$ cat config.mk
export PLATFORM = sky130hd
export DESIGN_NAME = chull_geom
export DESIGN_NICKNAME = d
export VERILOG_FILES = /design/src/chull_pkg.sv /design/src/chull_geom.sv
export SDC_FILE = /design/constraint.sdc
export NUM_CORES = 2
export LEC_CHECK = 0
export BUFFER_PORTS_ARGS = -buffer_cell sky130_fd_sc_hd__buf_2
export CAP_MARGIN = 25
export CORE_MARGIN = 3
export CORE_UTILIZATION = 50
export DETAILED_ROUTE_END_ITERATION = 16
export PLACE_DENSITY = 0.74
export REMOVE_ABC_BUFFERS = 1
export SLEW_MARGIN = 20
export SYNTH_ARGS = -nofsm -noshare
export SYNTH_HDL_FRONTEND = slang
export SYNTH_SLANG_ARGS = --single-unit
export TNS_END_PERCENT = 5
$ cat constraint.sdc
create_clock -name clock -period 9.2 [get_ports clock]
set_input_delay 0.46 -clock clock [delete_from_list [all_inputs] [get_ports clock]]
set_output_delay 0.46 -clock clock [all_outputs]
set_load 0.005 [all_outputs]
$ cat src/chull_pkg.sv
// Shared types and constants for the convex hull block.
package chull_pkg;

   localparam int MAX_POINTS = 64;
   localparam int COORD_BITS = 16;
   localparam int IDX_W      = $clog2(MAX_POINTS);
   localparam int CNT_W      = $clog2(MAX_POINTS + 1);
   localparam int DIFF_W     = COORD_BITS + 1;
   localparam int PROD_W     = 2 * DIFF_W;
   localparam int CROSS_W    = PROD_W + 1;

   typedef logic signed [COORD_BITS-1:0] coord_type;

   typedef struct packed {
      coord_type x;
      coord_type y;
   } point_type;

   typedef struct packed {
      logic signed [15:0] point_x;
      logic signed [15:0] point_y;
      logic               set_end;
   } req_type;

   typedef struct packed {
      logic signed [15:0] hull_x;
      logic signed [15:0] hull_y;
      logic               hull_end;
      logic               overflowed;
   } rsp_type;

   // result of one orientation test
   typedef struct packed {
      logic done;
      logic pos;     // cross(o,a,b) > 0
      logic zero;    // cross(o,a,b) == 0
      logic nearer;  // |a-o|^2 < |b-o|^2
   } geom_res_type;

endpackage

$ cat src/chull_geom.sv
// Orientation and distance test on three points with a shared multiplier pair.
module chull_geom import chull_pkg::*; (
   input  logic         clock,
   input  logic         reset,
   input  logic         start,
   input  point_type    pt_o,
   input  point_type    pt_a,
   input  point_type    pt_b,
   output geom_res_type res
);

   typedef enum logic [2:0] {G_IDLE, G_M1, G_M2, G_M3, G_M4} phase_type;

   phase_type                  phase_ff, phase_in;
   logic signed [DIFF_W-1:0]   ax_ff, ay_ff, bx_ff, by_ff;
   logic signed [DIFF_W-1:0]   ax_in, ay_in, bx_in, by_in;
   logic signed [PROD_W-1:0]   m1_ff, m2_ff, m1_in, m2_in;
   logic signed [CROSS_W-1:0]  cross_ff, cross_in, da_ff, da_in, db;

   always_comb begin
      phase_in = phase_ff;
      ax_in    = ax_ff;
      ay_in    = ay_ff;
      bx_in    = bx_ff;
      by_in    = by_ff;
      m1_in    = m1_ff;
      m2_in    = m2_ff;
      cross_in = cross_ff;
      da_in    = da_ff;
      case (phase_ff)
         G_IDLE: begin
            if (start) begin
               ax_in    = DIFF_W'(pt_a.x) - DIFF_W'(pt_o.x);
               ay_in    = DIFF_W'(pt_a.y) - DIFF_W'(pt_o.y);
               bx_in    = DIFF_W'(pt_b.x) - DIFF_W'(pt_o.x);
               by_in    = DIFF_W'(pt_b.y) - DIFF_W'(pt_o.y);
               phase_in = G_M1;
            end
         end
         G_M1: begin
            m1_in    = ax_ff * by_ff;
            m2_in    = ay_ff * bx_ff;
            phase_in = G_M2;
         end
         G_M2: begin
            cross_in = CROSS_W'(m1_ff) - CROSS_W'(m2_ff);
            m1_in    = ax_ff * ax_ff;
            m2_in    = ay_ff * ay_ff;
            phase_in = G_M3;
         end
         G_M3: begin
            da_in    = CROSS_W'(m1_ff) + CROSS_W'(m2_ff);
            m1_in    = bx_ff * bx_ff;
            m2_in    = by_ff * by_ff;
            phase_in = G_M4;
         end
         G_M4: begin
            phase_in = G_IDLE;
         end
         default: begin
            phase_in = G_IDLE;
         end
      endcase
   end

   always_ff @(posedge clock) begin
      if (reset) begin
         phase_ff <= G_IDLE;
      end else begin
         phase_ff <= phase_in;
      end
      ax_ff    <= ax_in;
      ay_ff    <= ay_in;
      bx_ff    <= bx_in;
      by_ff    <= by_in;
      m1_ff    <= m1_in;
      m2_ff    <= m2_in;
      cross_ff <= cross_in;
      da_ff    <= da_in;
   end

   assign db         = CROSS_W'(m1_ff) + CROSS_W'(m2_ff);
   assign res.done   = (phase_ff == G_M4);
   assign res.pos    = (cross_ff > 0);
   assign res.zero   = (cross_ff == 0);
   assign res.nearer = (da_ff < db);

endmodule

# [After elaboration in Yosys (flattened, before gate mapping)]
# Cells that the tools add are included.
[word_totals] ff_bits=209 latch_bits=0 mem_bits_rw=0 mem_bits_ro=0 elab_cells=36 n_memories=0
[classes] addsub=6 mul=6 div_mod_pow=0 order_cmp=2 eq_ne=5 n_shift=0 mux=4 bitwise_logic=0 n_reduce_logical=4
[op_table] cell="17-bit by 17-bit multiplier with 34-bit output" count=6
[op_table] cell="34-bit one-hot mux with 3 select lines" count=2
[op_table] cell="16-bit by 16-bit subtractor with 17-bit output" count=4
[op_table] cell="34-bit by 34-bit adder with 35-bit output" count=1
[op_table] cell="35-bit by 1-bit greater-than comparator with 1-bit output, second input constant" count=1
[op_table] cell="35-bit zero test" count=1
[op_table] cell="35-bit < comparator" count=1
[op_table] cell="34-bit by 34-bit subtractor with 35-bit output" count=1
[op_table] cell="3-bit one-hot mux with 4 select lines" count=1
[op_table] cell="3-bit by 2-bit equality test with 1-bit output, second input constant" count=2
[op_table] cell="3-bit by 1-bit equality test with 1-bit output, second input constant" count=1
[op_table] cell="3-bit equality test, second input constant" count=1
[op_table] cell="3-bit zero test" count=1
[op_table] cell="3-bit 2-to-1 mux" count=1
[op_table] cell="3-bit nonzero test" count=1
[op_table] cell="2-bit inequality test, second input constant" count=1
[op_table] cell="2-bit AND reduction" count=1

# [Logic depth before layout (Yosys ltp)]
[logic_depth] ltp_word=2 depth_mapped=29 depth_no_buf=27

# [Least setup slack after synthesis]
# OpenSTA, ideal clock, no wires.
[synth_path] path_type="register to register" start="reg phase_ff[0]" end="reg ax_ff[0], enable pin" setup_time_ns=0.685 arrival_time_ns=7.957 t_required_ns=8.515 setup_slack_ns=0.558 stages_incl_launch_ff=5 cell_sequence="dfxtp_1 > clkbuf_1 > clkbuf_1 > clkbuf_1 > nor4b_1"
[synth_via] elab_chain_len=2
[synth_lines] element="start: declaration" line="chull_geom.sv:14" text="phase_type phase_ff, phase_in;"
[synth_lines] element="start signal: assignment" line="chull_geom.sv:70" text="phase_ff <= phase_in;"
[synth_lines] element="3-bit zero test" line="chull_geom.sv:30" text="case (phase_ff)"
[synth_lines] element="2-bit AND reduction (no line)"
[synth_lines] element="end signal: assignment" line="chull_geom.sv:72" text="ax_ff <= ax_in;"
[synth_lines] element="end: declaration" line="chull_geom.sv:15" text="logic signed [DIFF_W-1:0] ax_ff, ay_ff, bx_ff, by_ff;"
# Every way passes these cells.
# A chain may end at the register's enable or synchronous reset.

# [Worst setup path in the final report]
[layout_path] start="reg ax_ff[16]" end="reg m1_ff[33], data pin"
[layout_via] elab_chain_len=2 elab_cells_between_ends=3 cone_classes="mul (2); mux (1)"
[layout_lines] element="17-bit by 17-bit multiplier with 34-bit output (on tied branches)" line="chull_geom.sv:47, chull_geom.sv:41"
[layout_lines] element="34-bit one-hot mux with 3 select lines (*)" line="chull_geom.sv:30"
[layout_lines] element="net m1_in[33]" line="chull_geom.sv:17" text="logic signed [PROD_W-1:0] m1_ff, m2_ff, m1_in, m2_in;"
[layout_lines] element="end signal: assignment" line="chull_geom.sv:76" text="m1_ff <= m1_in;"
[layout_lines] element="end: declaration" line="chull_geom.sv:17"
# Mark *: on every way through the listed nets, which the timed path passes. The rest lies on a longest branch.

==> flow_metrics.env <==
export IMPL_critical_path_required_ns=9.63
export IMPL_ys_seq_elements=209
export IMPL_nets=10600
export IMPL_cpMostUsedCell="sky130_fd_sc_hd__fa_1"
export IMPL_drive_gt1_share_pct=4.20
export IMPL_synth_enable_flop_cells=206
export IMPL_critPathMaxFanout=33
export IMPL_fp_coreArea_mm2=0.150
export IMPL_reg2reg_slack_ns=1.07
export IMPL_rows=142
export IMPL_post_synth_instance_area_mm2=0.0756
export IMPL_portBuffers=102
export IMPL_route_detailed_vias_per_inst=5.42
export IMPL_horizontal_die_dimension_um=395
export IMPL_grt_util_all_layers_pct=26.4
export IMPL_routed_length_per_placed_instance_um=19.5
export IMPL_critical_path_endpoint_type="register"
export IMPL_timing_critical_path_depth=21
export IMPL_synth_async_sr_flop_share_pct=0
export IMPL_clock_sinks=209
export IMPL_cts_reportedPaths_clkPinSlew_ns=0.07
export IMPL_postRouteWirelength_mm=199
export IMPL_synth_top_flop_cell="sky130_fd_sc_hd__edfxtp_1"
export IMPL_place_detailed_instances=10100
export IMPL_ioPinCount=103
export IMPL_cap_viol_max_count=0
export IMPL_initial_utilization_pct=50.4
export IMPL_worstSkewPairLatency_ns=0.67
export IMPL_status="finished clean"
export IMPL_hpwlAfterDp_mm=166
export IMPL_timing_fmax_ghz=0.123
export IMPL_total_die_area_mm2=0.156
export IMPL_r2r_start="ax_ff[16]$_DFFE_PP_"
export IMPL_family_of_cells_with_the_greatest_summed_delay_on_the_critical_path="adder cells"
export IMPL_slowest_delay_ns=0.95
export IMPL_grt_max_degree=79
export IMPL_max_clock_path_buffers=3
export IMPL_via_count=55300
export IMPL_critical_path_endpoint="m1_ff[33]$_DFFE_PP_"
export IMPL_pre_repair_dr_iteration_count=8
export IMPL_synth_distinct_cells=85
export IMPL_final_period_minus_worst_setup_slack_ns=8.13
export IMPL_area_growth_pct=5.42
export IMPL_skew_final_ns=0.0442
export IMPL_die_h_um=395
export IMPL_final_cell_area_mm2=0.0796
export IMPL_cts_max_level=1
export IMPL_syn_mean_instance_area_um2=9.25
export IMPL_seq_area_frac_synth_pct=8.27
export IMPL_first_global_vias=60500
export IMPL_finalCritPeriodShare_pct=88.4
export IMPL_timing_slew_headroom_pct=25.5
export IMPL_worst_path_buf_inv=3
export IMPL_root_buffer="sky130_fd_sc_hd__clkbuf_16"
export IMPL_cts_inserted_buffers=31
export IMPL_fin_util_pct=53.1
export IMPL_final_instance_count_excl_fill=10200
export IMPL_number_of_violations_reported_at_the_end_of_detailed_routing_iteration_0=4194
export IMPL_setup_viol=0
export IMPL_critical_path_reg2reg_endpoint="m1_ff[33]$_DFFE_PP_"
export IMPL_gr_total_overflow=0
export IMPL_fin_max_slew_vios=0
export IMPL_setup_worst_path_class="register to register"
export IMPL_crit_start="ax_ff[16]$_DFFE_PP_"
export IMPL_grt_antenna_before_repair=19
export IMPL_antenna_violating_nets_post_route=0
export IMPL_holdCritPathClass="input port to register"
export IMPL_crit_path_top_delay_cell="sky130_fd_sc_hd__fa_1"
export IMPL_crit_path_cell_trace="buf_4 -> and2_1 -> fa_1 -> fa_1 -> fa_1 -> fa_1 -> fa_1 -> inv_1 -> fa_1 -> inv_1 -> ha_1 -> o21a_1 -> a21o_1 -> o41ai_1 -> o21ai_0 -> a41o_1 -> a221oi_1 -> o21ai_0 -> xnor2_1 -> nand2b_1 -> a31o_2"
export IMPL_grt_first_pass_wirelength_mm=323
export IMPL_final_hold_viol_count=0
export IMPL_detail_route_drc_violations=0
export IMPL_synth_cells=8172
export IMPL_worst_pin_slew_ns=1.10
export IMPL_fin_setup_tns_ns=0
export IMPL_worstPathArrival_ns=8.56
export IMPL_clock_tree_from_tritoncts="yes"
export IMPL_reg2regPathDepth=21
export IMPL_place_congestion=0.945
export IMPL_rsz0062_at_grt="false"
export IMPL_post_dp_cell_area_mm2=0.0785
export IMPL_critical_path_startpoint_type="register"
export IMPL_synth_warnings=0
export IMPL_post_cts_setup_buffer_count=0
export IMPL_min_from="start"
how the worst min path moves through the flow:
stage	endpoint	cells after the start
6_report	phase_ff[0]$_SDFFE_PP0P_	3
5_1_grt	phase_ff[0]$_SDFFE_PP0P_	3
4_1_cts	phase_ff[0]$_SDFFE_PP0P_	3
3_5_place_dp	phase_ff[0]$_SDFFE_PP0P_	2
3_3_place_gp	phase_ff[0]$_SDFFE_PP0P_	2
2_1_floorplan	phase_ff[1]$_SDFFE_PP0P_	1
cell usage in the layout (no fill, tap or decap), types with 22 or more instances in the layout:
master	n
sky130_fd_sc_hd__ha_1	705
sky130_fd_sc_hd__clkbuf_16	31
sky130_fd_sc_hd__xor2_1	87
sky130_fd_sc_hd__a21boi_0	22
sky130_fd_sc_hd__o21bai_1	42
sky130_fd_sc_hd__o21ai_0	158
sky130_fd_sc_hd__nand3_1	59
sky130_fd_sc_hd__edfxtp_1	206
sky130_fd_sc_hd__a31o_2	22
sky130_fd_sc_hd__a211oi_1	40
sky130_fd_sc_hd__nand2_1	754
sky130_fd_sc_hd__o21a_1	46
sky130_fd_sc_hd__nor2_1	383
sky130_fd_sc_hd__buf_2	102
sky130_fd_sc_hd__xnor2_1	262
sky130_fd_sc_hd__nand2b_1	58
sky130_fd_sc_hd__inv_1	2163
sky130_fd_sc_hd__buf_4	117
sky130_fd_sc_hd__and3_1	25
sky130_fd_sc_hd__and2_1	374
sky130_fd_sc_hd__nor3_1	51
sky130_fd_sc_hd__a21o_1	111
sky130_fd_sc_hd__a21oi_1	253
sky130_fd_sc_hd__a31oi_1	29
sky130_fd_sc_hd__nor2b_1	72
sky130_fd_sc_hd__fa_1	1660
through the flow:
stage / hold slack (ns) / worst slack (ns)
final: 0.107 / 1.07
after global routing: 0.111 / 0.739
after CTS: 0.0745 / 1.12
after detailed placement: 0.587 / 1.18
after global placement: 0.571 / 1.23
after floorplan: 0.489 / -0.114
worst register-to-register path, cell delays in order, from the launching register on:
cell	delay, ns
sky130_fd_sc_hd__edfxtp_1	0.76
sky130_fd_sc_hd__buf_4	0.50
sky130_fd_sc_hd__and2_1	0.33
sky130_fd_sc_hd__fa_1	0.59
sky130_fd_sc_hd__fa_1	0.95
sky130_fd_sc_hd__fa_1	0.54
sky130_fd_sc_hd__fa_1	0.52
sky130_fd_sc_hd__fa_1	0.50
sky130_fd_sc_hd__inv_1	0.05
sky130_fd_sc_hd__fa_1	0.47
sky130_fd_sc_hd__inv_1	0.04
sky130_fd_sc_hd__ha_1	0.33
sky130_fd_sc_hd__o21a_1	0.22
sky130_fd_sc_hd__a21o_1	0.18
sky130_fd_sc_hd__o41ai_1	0.07
sky130_fd_sc_hd__o21ai_0	0.15
sky130_fd_sc_hd__a41o_1	0.27
sky130_fd_sc_hd__a221oi_1	0.41
sky130_fd_sc_hd__o21ai_0	0.20
sky130_fd_sc_hd__xnor2_1	0.48
sky130_fd_sc_hd__nand2b_1	0.10
sky130_fd_sc_hd__a31o_2	0.26
metal layers:
| layer | vias to the layer above | global-route usage [%] | wire [um] |
|---|---|---|---|
| met4 | 12 | 12.0 | 11500 |
| li1 | 24600 | - | - |
| met3 | 532 | 5.65 | 18700 |
| met2 | 2236 | 43.0 | 93100 |
| met1 | 28000 | 33.8 | 75700 |
| met5 | - | 0 | 79 |
synthesized netlist by cell type, types with 23 or more instances:
cell type | count | area share, %
sky130_fd_sc_hd__xnor2_1 | 263 | 3.0
sky130_fd_sc_hd__o21bai_1 | 42 | 0.42
sky130_fd_sc_hd__a21o_1 | 111 | 1.1
sky130_fd_sc_hd__and2_1 | 374 | 3.1
sky130_fd_sc_hd__nor3_1 | 51 | 0.34
sky130_fd_sc_hd__clkbuf_1 | 247 | 1.2
sky130_fd_sc_hd__and3_1 | 25 | 0.21
sky130_fd_sc_hd__a211oi_1 | 40 | 0.40
sky130_fd_sc_hd__xor2_1 | 87 | 1.0
sky130_fd_sc_hd__ha_1 | 705 | 12
sky130_fd_sc_hd__o21ai_0 | 158 | 1.0
sky130_fd_sc_hd__fa_1 | 1660 | 44
sky130_fd_sc_hd__a21oi_1 | 253 | 1.7
sky130_fd_sc_hd__nand2b_1 | 59 | 0.49
sky130_fd_sc_hd__a31oi_1 | 29 | 0.24
sky130_fd_sc_hd__edfxtp_1 | 206 | 8.2
sky130_fd_sc_hd__inv_1 | 2164 | 11
sky130_fd_sc_hd__nor2b_1 | 73 | 0.60
sky130_fd_sc_hd__nand2_1 | 754 | 3.7
sky130_fd_sc_hd__o21a_1 | 46 | 0.46
sky130_fd_sc_hd__nand3_1 | 59 | 0.39
sky130_fd_sc_hd__buf_1 | 23 | 0.11
sky130_fd_sc_hd__nor2_1 | 384 | 1.9
logic make-up after synthesis:
kind of cell / count (synthesis) / synth area share, %
xor gates and xnor gates: 350 / 4.06
muxes: 18 / 0.240
buffers and inverters: 2463 / 12.4
and+or+nand+nor: 1886 / 11.8
AOI/OAI and AO/OA: 881 / 7.63
adders and majority gates: 2365 / 55.7
DFF: 209 / 8.27
sequential cells by signal, indices dropped and copies added, names as in the netlist:
name / count
cross_ff: 35
m1_ff: 34
da_ff: 35
by_ff: 17
ax_ff: 17
phase_ff: 3
bx_ff: 17
m2_ff: 34
ay_ff: 17
cell type report:
cell class / count / area (um2)
fillers: 13400 / 70300
clock inverters: 20 / 324
inverters: 2179 / 8180
diodes: 4 / 10.0
clock buffers: 38 / 822
well taps: 2016 / 2520
flip-flops and latches: 209 / 6250
repair buffers: 229 / 1560
multi-input cells: 5500 / 60000
repair_timing:
action / in CTS / in global routing
gates resized for setup: 0 / 0
hold buffers: 1 / 0
endpoints found under the hold margin: 3 / 0
Power is left out: the tool's default activity adds up to more than one toggle a clock period on the data nets, which glitch-free logic cannot reach.
